**src/sv/tasr_pkg.sv**
```systemverilog
// ----------------------------------------------------------------------------
// Rotator package
// Shared constants and types of the three-axis spin-ramp rotator.
// ----------------------------------------------------------------------------
package tasr_pkg;

   localparam logic [1:0] OP_TICK   = 2'd0;
   localparam logic [1:0] OP_ON     = 2'd1;
   localparam logic [1:0] OP_OFF    = 2'd2;
   localparam logic [1:0] OP_TOGGLE = 2'd3;

   localparam logic [1:0] MODE_OFF  = 2'd0;
   localparam logic [1:0] MODE_UP   = 2'd1;
   localparam logic [1:0] MODE_RUN  = 2'd2;
   localparam logic [1:0] MODE_DOWN = 2'd3;

   localparam logic [2:0] CUE_NONE = 3'd0;
   localparam logic [2:0] CUE_BUSY = 3'd1;
   localparam logic [2:0] CUE_UP   = 3'd2;
   localparam logic [2:0] CUE_DOWN = 3'd3;
   localparam logic [2:0] CUE_STOP = 3'd4;

   localparam logic [2:0] REG_RATE_X = 3'd0;
   localparam logic [2:0] REG_RATE_Y = 3'd1;
   localparam logic [2:0] REG_RATE_Z = 3'd2;
   localparam logic [2:0] REG_UP_T   = 3'd3;
   localparam logic [2:0] REG_DOWN_T = 3'd4;

   // Divider request: magnitude of the 48-bit dividend and the 16-bit divisor.
   typedef struct packed {
      logic        start;
      logic [47:0] dividend;
      logic [15:0] divisor;
   } div_req_type;

   typedef struct packed {
      logic        done;
      logic [47:0] quotient;
   } div_rsp_type;

endpackage

```
**src/sv/tasr_div.sv**
```systemverilog
// ----------------------------------------------------------------------------
// Rotator divider
// Restoring divider, one quotient bit per cycle, 48 by 16 bits unsigned.
// ----------------------------------------------------------------------------
module tasr_div import tasr_pkg::*; (
   input  logic        clock,
   input  logic        reset,
   input  div_req_type req,
   output div_rsp_type rsp
);
   logic [47:0] quo_ff, quo_in;
   logic [16:0] rem_ff, rem_in;
   logic [15:0] dvs_ff, dvs_in;
   logic [5:0]  cnt_ff, cnt_in;
   logic        busy_ff, busy_in, done_ff, done_in;
   logic [16:0] trial;
   logic [16:0] diff;

   always_comb begin
      quo_in  = quo_ff;
      rem_in  = rem_ff;
      dvs_in  = dvs_ff;
      cnt_in  = cnt_ff;
      busy_in = busy_ff;
      done_in = 1'b0;
      trial   = {rem_ff[15:0], quo_ff[47]};
      diff    = trial - {1'b0, dvs_ff};
      if (req.start) begin
         quo_in  = req.dividend;
         rem_in  = '0;
         dvs_in  = req.divisor;
         cnt_in  = 6'd48;
         busy_in = 1'b1;
      end else if (busy_ff) begin
         if (!diff[16]) begin
            rem_in = diff;
            quo_in = {quo_ff[46:0], 1'b1};
         end else begin
            rem_in = trial;
            quo_in = {quo_ff[46:0], 1'b0};
         end
         cnt_in = cnt_ff - 6'd1;
         if (cnt_ff == 6'd1) begin
            busy_in = 1'b0;
            done_in = 1'b1;
         end
      end
   end

   always_ff @(posedge clock) begin
      if (reset) begin
         busy_ff <= 1'b0;
         done_ff <= 1'b0;
         cnt_ff  <= '0;
      end else begin
         busy_ff <= busy_in;
         done_ff <= done_in;
         cnt_ff  <= cnt_in;
      end
      quo_ff <= quo_in;
      rem_ff <= rem_in;
      dvs_ff <= dvs_in;
   end

   assign rsp.done     = done_ff;
   assign rsp.quotient = quo_ff;
endmodule

```
**src/sv/three_axis_spin_ramp_rotator.sv**
```systemverilog
// ----------------------------------------------------------------------------
// Three-axis spin-ramp rotator
// Ramped three-axis rotation driver with a shared iterative divider.
// ----------------------------------------------------------------------------
// Usage: items arrive on the req_ channel (opcode, elapsed_ms) and each
// produces exactly one transfer on the rsp_ channel with the three angles,
// the mode after the item and a sound cue. Registers are written through the
// csr_ channel (index 0..4: rates x, y, z, spin-up and spin-down times); the
// user must write them only while the block is idle, which the block itself
// does not enforce; writes beyond the list are taken and dropped.
// A trigger item or a tick while off goes from idle straight to the finishing
// step. Any other tick takes each axis in turn through the axis step and the
// angle step; during a ramp, an axis that has finished its ramp needs only
// these, while for an axis still ramping the axis step forms the product
// rate * elapsed-ramp-time, the next step starts the shared restoring
// divider, the sequencer waits on it, and the angle step applies the sign
// and the angle update. req_ready is high only when no item is in work and
// no result waits, so the next input transfer comes at the earliest in the
// cycle after the result transfer. A stalled receiver simply holds the
// result in the output register. Reset clears the mode to off, all angles,
// velocities and ramp timers, and the registers to zero.
module three_axis_spin_ramp_rotator import tasr_pkg::*; #(
   parameter int ANGLE_BITS = 32
) (
   input  logic        clock,
   input  logic        reset,
   input  logic        req_valid,
   output logic        req_ready,
   input  logic [1:0]  req_opcode,
   input  logic [9:0]  req_elapsed_ms,
   output logic        rsp_valid,
   input  logic        rsp_ready,
   output logic [31:0] rsp_pitch_angle,
   output logic [31:0] rsp_yaw_angle,
   output logic [31:0] rsp_roll_angle,
   output logic [1:0]  rsp_run_mode,
   output logic [2:0]  rsp_sound_cue,
   input  logic        csr_valid,
   output logic        csr_ready,
   input  logic [2:0]  csr_index,
   input  logic [47:0] csr_data
);
   localparam logic [2:0] ST_IDLE = 3'd0;
   localparam logic [2:0] ST_AXIS = 3'd1;
   localparam logic [2:0] ST_MUL  = 3'd2;
   localparam logic [2:0] ST_DIV  = 3'd3;
   localparam logic [2:0] ST_ANG  = 3'd4;
   localparam logic [2:0] ST_FIN  = 3'd5;

   logic [2:0]  st_ff, st_in;
   logic [31:0] rate_ff [3];
   logic [47:0] up_t_ff, down_t_ff;
   logic [1:0]  mode_ff, mode_in;
   logic signed [17:0] left_ff [3];
   logic signed [32:0] vel_ff [3];
   logic [ANGLE_BITS-1:0] ang_ff [3];
   logic [1:0]  ax_ff, ax_in;
   logic [9:0]  el_ff;
   logic        ramp_ff, ramp_in;
   logic        done_ff, done_in;
   logic [2:0]  cue_ff, cue_in;
   logic        neg_ff;
   logic [47:0] prod_ff;
   logic        vld_ff;
   // Tracks whether the axis under work went through the divider.
   logic        div_used_ff;

   div_req_type dreq;
   div_rsp_type drsp;

   tasr_div u_div (.clock(clock), .reset(reset), .req(dreq), .rsp(drsp));

   // Per-axis views for the axis under work.
   logic signed [31:0] rate_c;
   logic [15:0] t_c;
   logic signed [17:0] left_c;
   logic signed [32:0] part_c;
   logic signed [32:0] vel_c;
   logic [31:0] rmag_c;
   logic signed [16:0] tdiff_c;
   logic [15:0] tmag_c;
   logic [47:0] upt_c, dnt_c;

   always_comb begin
      rate_c = signed'(rate_ff[ax_ff]);
      upt_c  = up_t_ff >> ({4'd0, ax_ff} * 6'd16);
      dnt_c  = down_t_ff >> ({4'd0, ax_ff} * 6'd16);
      t_c    = (mode_ff == MODE_UP) ? upt_c[15:0] : dnt_c[15:0];
      left_c = left_ff[ax_ff] - signed'({8'd0, el_ff});
      if (left_c < 0) left_c = -18'sd1;
      rmag_c  = rate_c[31] ? 32'(-rate_c) : 32'(rate_c);
      // The time left can exceed the ramp time when the times were rewritten
      // during a ramp, so the elapsed part of the ramp is signed.
      tdiff_c = signed'({1'b0, t_c}) - signed'({1'b0, left_c[15:0]});
      tmag_c  = tdiff_c[16] ? 16'(-tdiff_c) : tdiff_c[15:0];
      part_c  = neg_ff ? -signed'({1'b0, drsp.quotient[31:0]})
                       : signed'({1'b0, drsp.quotient[31:0]});
      vel_c   = (mode_ff == MODE_UP) ? part_c : (33'(rate_c) - part_c);
   end

   // New velocity of the axis under work: kept outside a ramp, from the quotient
   // while ramping, else finished: rate after spin up, zero after spin down.
   function automatic logic signed [32:0] vel_pick(input logic used,
      input logic ramp, input logic [1:0] m, input logic signed [32:0] vq,
      input logic signed [31:0] r, input logic signed [32:0] vs);
      if (!ramp) return vs;
      if (used) return vq;
      return (m == MODE_UP) ? 33'(r) : 33'sd0;
   endfunction

   function automatic logic signed [32:0] vel_in_axis();
      return vel_pick(div_used_ff, ramp_ff, mode_ff, vel_c, rate_c, vel_ff[ax_ff]);
   endfunction

   assign req_ready = (st_ff == ST_IDLE) && !vld_ff;
   assign csr_ready = 1'b1;

   always_comb begin
      st_in   = st_ff;
      mode_in = mode_ff;
      ax_in   = ax_ff;
      ramp_in = ramp_ff;
      done_in = done_ff;
      cue_in  = cue_ff;
      dreq.start    = 1'b0;
      dreq.dividend = prod_ff;
      dreq.divisor  = t_c;
      unique case (st_ff)
         ST_IDLE: begin
            if (req_valid && req_ready) begin
               cue_in = CUE_NONE;
               ax_in  = 2'd0;
               done_in = 1'b1;
               ramp_in = (mode_ff == MODE_UP) || (mode_ff == MODE_DOWN);
               if (req_opcode != OP_TICK) begin
                  st_in = ST_FIN;
                  if (mode_ff == MODE_OFF && req_opcode != OP_OFF) begin
                     mode_in = MODE_UP;
                     cue_in  = CUE_UP;
                  end else if (mode_ff != MODE_OFF && req_opcode != OP_ON) begin
                     mode_in = MODE_DOWN;
                     cue_in  = CUE_DOWN;
                  end
               end else if (mode_ff == MODE_OFF) begin
                  st_in = ST_FIN;
               end else begin
                  st_in = ST_AXIS;
               end
            end
         end
         ST_AXIS: begin
            if (ramp_ff && rate_c != 0 && t_c != 16'd0 && !left_c[17]) begin
               st_in = ST_MUL;
            end else begin
               st_in = ST_ANG;
            end
         end
         ST_MUL: begin
            dreq.start = 1'b1;
            st_in = ST_DIV;
         end
         ST_DIV: begin
            if (drsp.done) st_in = ST_ANG;
         end
         ST_ANG: begin
            // An axis still ramping clears the all-done flag.
            if (ramp_ff && div_used_ff) done_in = 1'b0;
            if (ax_ff == 2'd2) begin
               st_in = ST_FIN;
               if (ramp_ff && done_in) begin
                  if (mode_ff == MODE_UP) begin
                     mode_in = MODE_RUN;
                     cue_in  = CUE_BUSY;
                  end else begin
                     mode_in = MODE_OFF;
                     cue_in  = CUE_STOP;
                  end
               end
            end else begin
               ax_in = ax_ff + 2'd1;
               st_in = ST_AXIS;
            end
         end
         ST_FIN: st_in = ST_IDLE;
         default: st_in = ST_IDLE;
      endcase
   end

   always_ff @(posedge clock) begin
      if (reset) begin
         st_ff     <= ST_IDLE;
         mode_ff   <= MODE_OFF;
         vld_ff    <= 1'b0;
         rate_ff   <= '{default: '0};
         up_t_ff   <= '0;
         down_t_ff <= '0;
         left_ff   <= '{default: '0};
         vel_ff    <= '{default: '0};
         ang_ff    <= '{default: '0};
         ax_ff     <= '0;
         ramp_ff   <= 1'b0;
         done_ff   <= 1'b0;
         cue_ff    <= CUE_NONE;
      end else begin
         st_ff   <= st_in;
         mode_ff <= mode_in;
         ax_ff   <= ax_in;
         ramp_ff <= ramp_in;
         done_ff <= done_in;
         cue_ff  <= cue_in;
         if (csr_valid && csr_ready) begin
            unique case (csr_index)
               REG_RATE_X: rate_ff[0] <= csr_data[31:0];
               REG_RATE_Y: rate_ff[1] <= csr_data[31:0];
               REG_RATE_Z: rate_ff[2] <= csr_data[31:0];
               REG_UP_T:   up_t_ff    <= csr_data;
               REG_DOWN_T: down_t_ff  <= csr_data;
               default: ;
            endcase
         end
         // Triggers that start a ramp reload the timers with the full times.
         if (st_ff == ST_IDLE && req_valid && req_ready && req_opcode != OP_TICK) begin
            if (cue_in == CUE_UP) begin
               for (int i = 0; i < 3; i++) left_ff[i] <= 18'(up_t_ff[16*i +: 16]);
            end else if (cue_in == CUE_DOWN) begin
               for (int i = 0; i < 3; i++) left_ff[i] <= 18'(down_t_ff[16*i +: 16]);
            end
         end
         if (st_ff == ST_AXIS && ramp_ff) begin
            left_ff[ax_ff] <= left_c;
         end
         if (st_ff == ST_ANG) begin
            ang_ff[ax_ff] <= ang_ff[ax_ff]
               + ANGLE_BITS'(64'(signed'(vel_in_axis())) * 64'(el_ff));
            if (ramp_ff) vel_ff[ax_ff] <= vel_in_axis();
         end
         if (st_ff == ST_FIN) vld_ff <= 1'b1;
         else if (rsp_valid && rsp_ready) vld_ff <= 1'b0;
      end
      if (st_ff == ST_IDLE && req_valid && req_ready) el_ff <= req_elapsed_ms;
      if (st_ff == ST_AXIS) begin
         neg_ff  <= rate_c[31] ^ tdiff_c[16];
         prod_ff <= 48'(rmag_c) * 48'(tmag_c);
      end
   end

   always_ff @(posedge clock) begin
      if (reset) div_used_ff <= 1'b0;
      else if (st_ff == ST_AXIS) div_used_ff <= (st_in == ST_MUL);
   end

   assign rsp_valid       = vld_ff;
   assign rsp_pitch_angle = 32'(ang_ff[0]);
   assign rsp_yaw_angle   = 32'(ang_ff[1]);
   assign rsp_roll_angle  = 32'(ang_ff[2]);
   assign rsp_run_mode    = mode_ff;
   assign rsp_sound_cue   = cue_ff;

   // The divider only finishes while the sequencer waits on it.
   a_div_wait: assert property (@(posedge clock) disable iff (reset)
      drsp.done |-> st_ff == ST_DIV) else $error("divider finished out of turn");
   // No new item is taken while a result waits.
   a_one_item: assert property (@(posedge clock) disable iff (reset)
      vld_ff |-> !req_ready) else $error("item accepted with result pending");
   // Results come from the finishing step only.
   a_fin: assert property (@(posedge clock) disable iff (reset)
      $rose(vld_ff) |-> $past(st_ff) == ST_FIN) else $error("stray result");
endmodule
```
**config.mk**
```make
export PLATFORM = sky130hd
export DESIGN_NAME = three_axis_spin_ramp_rotator
export DESIGN_NICKNAME = d
export VERILOG_FILES = /design/src/sv/tasr_pkg.sv /design/src/sv/tasr_div.sv /design/src/sv/three_axis_spin_ramp_rotator.sv
export SDC_FILE = /design/constraint.sdc
export NUM_CORES = 2
export LEC_CHECK = 0
export CAP_MARGIN = 5
export CORE_MARGIN = 3
export CORE_UTILIZATION = 43
export DETAILED_ROUTE_END_ITERATION = 10
export DONT_BUFFER_PORTS = 1
export HOLD_SLACK_MARGIN = 0.1
export PLACE_DENSITY = 0.61
export SLEW_MARGIN = 10
export SYNTH_ARGS = -nofsm -noshare
export SYNTH_HDL_FRONTEND = slang
export SYNTH_HIERARCHICAL = 1
export SYNTH_SLANG_ARGS = --single-unit
```
**constraint.sdc**
```tcl
create_clock -name clock -period 32 [get_ports clock]
set_clock_uncertainty 0.15 [all_clocks]
set_input_delay 6.4 -clock clock [delete_from_list [all_inputs] [get_ports clock]]
set_output_delay 6.4 -clock clock [all_outputs]
set_load 0.01 [all_outputs]
```
Word level (Yosys, flattened, before mapping)
Index checks and enable logic that the tools add are counted.

Register bits after elaboration: 602. Input port bits: 68. Output and inout bits: 104. Logic and storage cells: 218.

Add/subtract/negate cells: 10. Multipliers: 2. Order comparisons: 3. Eq/ne operators: 24. Shifts and indexed selects: 2. Muxes and demuxes: 102. Bitwise gates (word level): 3. Reduce and logical (&&, ||, !) cells: 40.

Operators with widths (number): two-way mux 33 bit (18); two-way mux 54 bit (5); two-way mux 32 bit (6); binary-select mux 32 bit (select 2 bit) (2); bitwise mux 99 bit (1); bitwise mux 96 bit (1); two-way mux 48 bit (2); >> shifter 48 x 6 -> 16 bit (2); two-way mux 18 bit (4); binary-select mux 33 bit (select 2 bit) (1); demux 33 bit (select 2 bit) (1); demux 32 bit (select 2 bit) (1); bitwise mux 54 bit (1); multiplier 32 x 16 -> 48 bit (1); two-way mux 16 bit (3); binary-select mux 18 bit (select 2 bit) (1); demux 18 bit (select 2 bit) (1); multiplier 33 x 11 -> 32 bit (1); negation 32 -> 33 bit (1); subtractor 32 x 33 -> 33 bit (1); adder 32 bit (1); negation 32 bit (1); nonzero test 32 bit (1); two-way mux 3 bit (10); other kinds (40) (119).

Longest topological paths before layout
Word-level depth: 14. Mapped depth: 67. Depth with buffers taken out: 54.

Modules after synthesis
Netlist, hierarchy kept.

Modules (own cells, without submodules): three_axis_spin_ramp_rotator (instances 1, cells an instance 6329, area each 52318.9 um^2, sequential area each 10820.4 um^2); tasr_div (instances 1, cells an instance 373, area each 4474.3 um^2, sequential area each 2402.3 um^2).

Least setup slack after synthesis
OpenSTA, ideal clock, no wires.

Path type: register to register. Start: reg ax_ff[0]. End: reg prod_ff[47] (data pin). Setup time: 260 ps. Arrival: 13793 ps. Required time: 31590 ps. Path slack: 17797 ps. Cell stages (with the launch flop): 61. Path buffers: 13. Clock period less this slack: 14203 ps. Cell sequence: dfxtp_1 buf_2 buf_4 buf_2 buf_2 buf_2 buf_2 buf_2 buf_2 buf_2 clkbuf_1 clkbuf_1 mux2i_1 o21ai_0 ha_1 nor2b_1 o21a_1 o21ai_0 [... 25 more ...] fa_1 inv_1 fa_1 ha_1 o21a_1 o21a_1 o2111ai_1 o21ai_0 a21oi_1 o21bai_1 a41oi_1 a21oi_1 nor3_1 o31a_1 a21oi_1 a21o_1 a21oi_1 xnor2_1.

Word-level cells in the longest chain between the ends: 11. Elaborated cells on any way between the ends: 19. Classes of those cells: add/sub (4); mul (1); order compare (1); shift (2); mux (10); bitwise (1).

RTL lines: from (decl) (line three_axis_spin_ramp_rotator.sv:57) `logic [1:0] ax_ff, ax_in;`; from (signal assigned) (line three_axis_spin_ramp_rotator.sv:207) `ax_ff <= ax_in;`; NOT 2 -> 3 bit (implied by the code) (line three_axis_spin_ramp_rotator.sv:85, three_axis_spin_ramp_rotator.sv:89); binary-select mux 18 bit (select 2 bit) (line three_axis_spin_ramp_rotator.sv:89) `left_c = left_ff[ax_ff] - signed'({8'd0, el_ff});`; two-way mux 18 bit (implied by the code) (2 in series) (line three_axis_spin_ramp_rotator.sv:89); subtractor 18 x 11 -> 18 bit (line three_axis_spin_ramp_rotator.sv:89); < comparator 18 x 1 -> 1 bit (line three_axis_spin_ramp_rotator.sv:90) `if (left_c < 0) left_c = -18'sd1;`; two-way mux 18 bit (line three_axis_spin_ramp_rotator.sv:90); subtractor 16 x 16 -> 17 bit (line three_axis_spin_ramp_rotator.sv:94) `tdiff_c = signed'({1'b0, t_c}) - signed'({1'b0, left_c[15:0]});`; negation 16 bit (line three_axis_spin_ramp_rotator.sv:95) `tmag_c = tdiff_c[16] ? 16'(-tdiff_c) : tdiff_c[15:0];`; two-way mux 16 bit (line three_axis_spin_ramp_rotator.sv:95); multiplier 32 x 16 -> 48 bit (*) (line three_axis_spin_ramp_rotator.sv:243) `prod_ff <= 48'(rmag_c) * 48'(tmag_c);`; to (signal assigned) (line three_axis_spin_ramp_rotator.sv:243); to (decl) (line three_axis_spin_ramp_rotator.sv:63) `logic [47:0] prod_ff;`.

Mark *: on every way between the ends. The rest lies on a longest branch, timed or not. The select of a mux whose other input is x is not followed. A chain may end at the register's enable or synchronous reset.

Worst setup path in the final report
Start: reg ax_ff[1]. End: reg prod_ff[47] (data pin).

The elaborated chain is that of the path after synthesis.

==> flow_summary.ini <==
[sta]
finalMaxSlewViolations = 0
fmaxAchievable_mhz = 68.5
slew_headroom = 0.155
setup_viol = 0
hold_ws_ns = 0.304
rsz0062_at_grt = no
hold_viol = 0
fin_tns_setup_ns = 0
tightestPinTransition_ns = 1.26
period_needed_ns = 14.59
finalCritPeriodShare = 0.456

[cts]
cts-root-buf = clkbuf_16
insertion_delay_ns = 0.66
cts_sinks = 599
hold_buffers = 0
cts_tree = yes
cts_setup_buffers = 0
ctsHtreeMaxLevel = 3
numCtsBuffers = 67
clk_pin_slew_ns = 0.06
postCtsResizedCells = 0
ctsLongestPathBuffers = 3

[floorplan]
core_area_um2 = 130000
ios = 172
rows = 132
floorplan.initialDensity = 0.436
die_area_um2 = 136000
die_x_um = 369
die_height_um = 369

[worst_setup_path]
path_class = flip-flop to flip-flop
regToRegEndpoint = prod_ff[47]$_DFFE_PN_
crit_slowest_cell = xor2_1
cp.arrival_ns = 14.86
setup.worst_path.end_class = flip-flop
rrSetupSlack_ns = 17.41
worstPathRequired_ns = 32.27
rr_startpoint = ax_ff[1]$_SDFFE_PP0P_
startpoint_type = flip-flop
crit_fanout = 45
cpPeakStageDelay_ns = 0.94
r2r_cells = 49

[hold_path]
hp-start = rate_ff[68]$_SDFFE_PP0P_
hold_path_depth = 2
hold_path_class = flip-flop to flip-flop
min_to = rate_ff[68]$_SDFFE_PP0P_

[logic_synthesis]
yosys.cell_types.count = 102
synth.avg_cell_area_um2 = 8.47
synth_edf_count = 123
async_reset_ff_frac = 0
synth-main-ff-cell = dfxtp_1
syn_inst = 6702
syn_nets = 7690
ys_seq_area_frac = 0.233
ys_warn_count = 6
synth-seq-cells = 599
syn_area_um2 = 56800

[placed_design]
portBuffers = 0
dp_hpwl_mm = 122
dp.cells = 8209
place.gp.congestion = 0.936

[cells_and_area]
final_cells = 8331
area_delta_synth_final_pct = 7.29
fill_cells = 12700
drive_gt1_frac = 0.0618
diodes = 0
layout.nets = 7526

[grt]
grt_use_total = 0.243
grt_pass1_vias = 46200
antenna_found_initial = 4
grt_max_degree = 463
grt-ovfl-total = 0
grt_pass1_wl_mm = 264

[pwr]
p_sw_frac = 0.465
power_density_nw_per_um2 = 58.9
intPower_w = 0.00192
clockPowerShare = 0.220
leakage_nw = 26.0
p_comb_frac = 0.533
peakVddDrop_uv = 128
pwr-share-seq = 0.247
p_sw_w = 0.00167

[routing]
drtIter0Drc = 3439
dr.pass1.iters = 7
avgRoutedWirePerCell_um = 20.0
ant_nets = 0
avgViaCountPerCell = 5.55
wl_mm = 166
drc = 0
vias = 46300

[flow_run]
drv_cap = 0

[status]
status = finished clean
cells in the mapped netlist (23+ instances only):
| cell type | n | area share |
|---|---|---|
| nand2_1 | 1225 | 0.081 |
| inv_1 | 830 | 0.055 |
| fa_1 | 649 | 0.23 |
| a21oi_1 | 559 | 0.049 |
| nor2_1 | 485 | 0.032 |
| dfxtp_1 | 476 | 0.17 |
| ha_1 | 271 | 0.060 |
| clkbuf_1 | 269 | 0.018 |
| and2_1 | 181 | 0.020 |
| mux2i_1 | 164 | 0.029 |
| a211oi_1 | 162 | 0.021 |
| xnor2_1 | 137 | 0.021 |
| o21ai_0 | 127 | 0.011 |
| edfxtp_1 | 123 | 0.065 |
| mux2_2 | 77 | 0.015 |
| xor2_1 | 77 | 0.012 |
| nand2b_1 | 74 | 0.0082 |
| a21o_1 | 65 | 0.0086 |
| nor3_1 | 59 | 0.0052 |
| nor2b_1 | 55 | 0.0061 |
| nand3_1 | 51 | 0.0045 |
| buf_2 | 47 | 0.0041 |
| buf_1 | 35 | 0.0023 |
| o22ai_1 | 34 | 0.0037 |
| o21a_1 | 33 | 0.0044 |
| a221oi_1 | 31 | 0.0048 |
| and3_1 | 27 | 0.0030 |
| o31ai_1 | 23 | 0.0030 |
power groups by stage:
stage	clock, W	sequential [W]	combinational, W
floorplan	0	0.000888	0.00133
global placement	0	0.000901	0.00186
detailed placement	0	0.000902	0.00188
CTS	0.000804	0.000886	0.00189
global route	0.000834	0.000891	0.00211
finish	0.000788	0.000886	0.00191
cell families (layout without fill, tap and decap cells):
group / count (synthesis) / in the layout / synth area share
xor gates and xnor gates: 225 / 225 / 0.0365
DFF: 599 / 599 / 0.233
other: 1 / 1 / 0.0000660
muxes: 257 / 257 / 0.0505
AOI/OAI and AO/OA: 1250 / 1250 / 0.139
adders and majority gates: 920 / 920 / 0.288
buffers and inverters: 1198 / 1085 / 0.0813
and+or+nand+nor: 2252 / 2252 / 0.172
per-layer routing:
| metal | GRT usage | share of wire |
|---|---|---|
| met1 | 0.327 | 0.43 |
| met2 | 0.402 | 0.47 |
| met3 | 0.0375 | 0.066 |
| met4 | 0.0766 | 0.032 |
| met5 | 0 | 0 |
stage by stage:
step | total power [W] | area (um2) | setup WS, ns | utilization
after floorplan | 0.00222 | 56800 | 17.80 | -
after global placement | 0.00276 | 58700 | 17.84 | 0.450
after detailed placement | 0.00278 | 58700 | 17.60 | 0.450
after CTS | 0.00358 | 60900 | 17.60 | 0.467
after global routing | 0.00383 | 60900 | 16.56 | 0.468
final | 0.00359 | 60900 | 17.41 | 0.468
layout make-up:
type | count | area, um2 | share of cell area
repair buffers | 131 | 1020 | 0.0168
well taps | 1742 | 2180 | 0.0358
multi-input cells | 4905 | 39100 | 0.642
inverters | 834 | 3130 | 0.0514
clock inverters | 29 | 309 | 0.00507
flip-flops and latches | 599 | 13200 | 0.217
clock buffers | 91 | 1920 | 0.0315
state kept, by name, indices dropped and copies added (netlist names), 32 cells and up:
register,count
up_t_ff,48
rsp_yaw_angle,32
rate_ff,96
prod_ff,48
vel_ff,96
down_t_ff,48
rsp_roll_angle,32
u_div/quo_ff,48
left_ff,54
rsp_pitch_angle,32
layout by cell type, fill, tap and decap left out, types with 49 or more instances in the layout:
master / synthesis / final
nand2_1: 1225 / 1225
inv_1: 830 / 829
fa_1: 649 / 649
a21oi_1: 559 / 558
nor2_1: 485 / 479
dfxtp_1: 476 / 473
ha_1: 271 / 271
and2_1: 181 / 181
mux2i_1: 164 / 164
a211oi_1: 162 / 162
xnor2_1: 137 / 135
buf_4: 10 / 129
o21ai_0: 127 / 127
edfxtp_1: 123 / 123
mux2_2: 77 / 77
nand2b_1: 74 / 74
xor2_1: 77 / 70
clkbuf_16: 0 / 68
a21o_1: 65 / 65
nor3_1: 59 / 59
nor2b_1: 55 / 53
nand3_1: 51 / 49
how the worst max path moves through the flow:
stage	slack (ns)	startpoint	endpoint
finish	17.41	ax_ff[1]$_SDFFE_PP0P_	prod_ff[47]$_DFFE_PN_
global route	16.56	ax_ff[1]$_SDFFE_PP0P_	prod_ff[47]$_DFFE_PN_
detailed placement	17.60	ax_ff[1]$_SDFFE_PP0P_	prod_ff[47]$_DFFE_PN_
CTS	17.60	ax_ff[1]$_SDFFE_PP0P_	prod_ff[47]$_DFFE_PN_
floorplan	17.80	ax_ff[0]$_SDFFE_PP0P_	prod_ff[47]$_DFFE_PN_
global placement	17.84	ax_ff[1]$_SDFFE_PP0P_	prod_ff[47]$_DFFE_PN_
worst max-delay path, delay by kind of cell, from the launching register on:
family / cells / cell delay, ns
adder cells (fa/ha/maj): 10 / 3.72
AO/OA/AOI/OAI: 21 / 5.36
buffers and inverters: 6 / 0.78
flip-flops: 1 / 0.63
XOR/XNOR: 2 / 1.02
AND/OR/NAND/NOR: 10 / 2.68
Note: power is estimated with default switching activity, not from simulation.
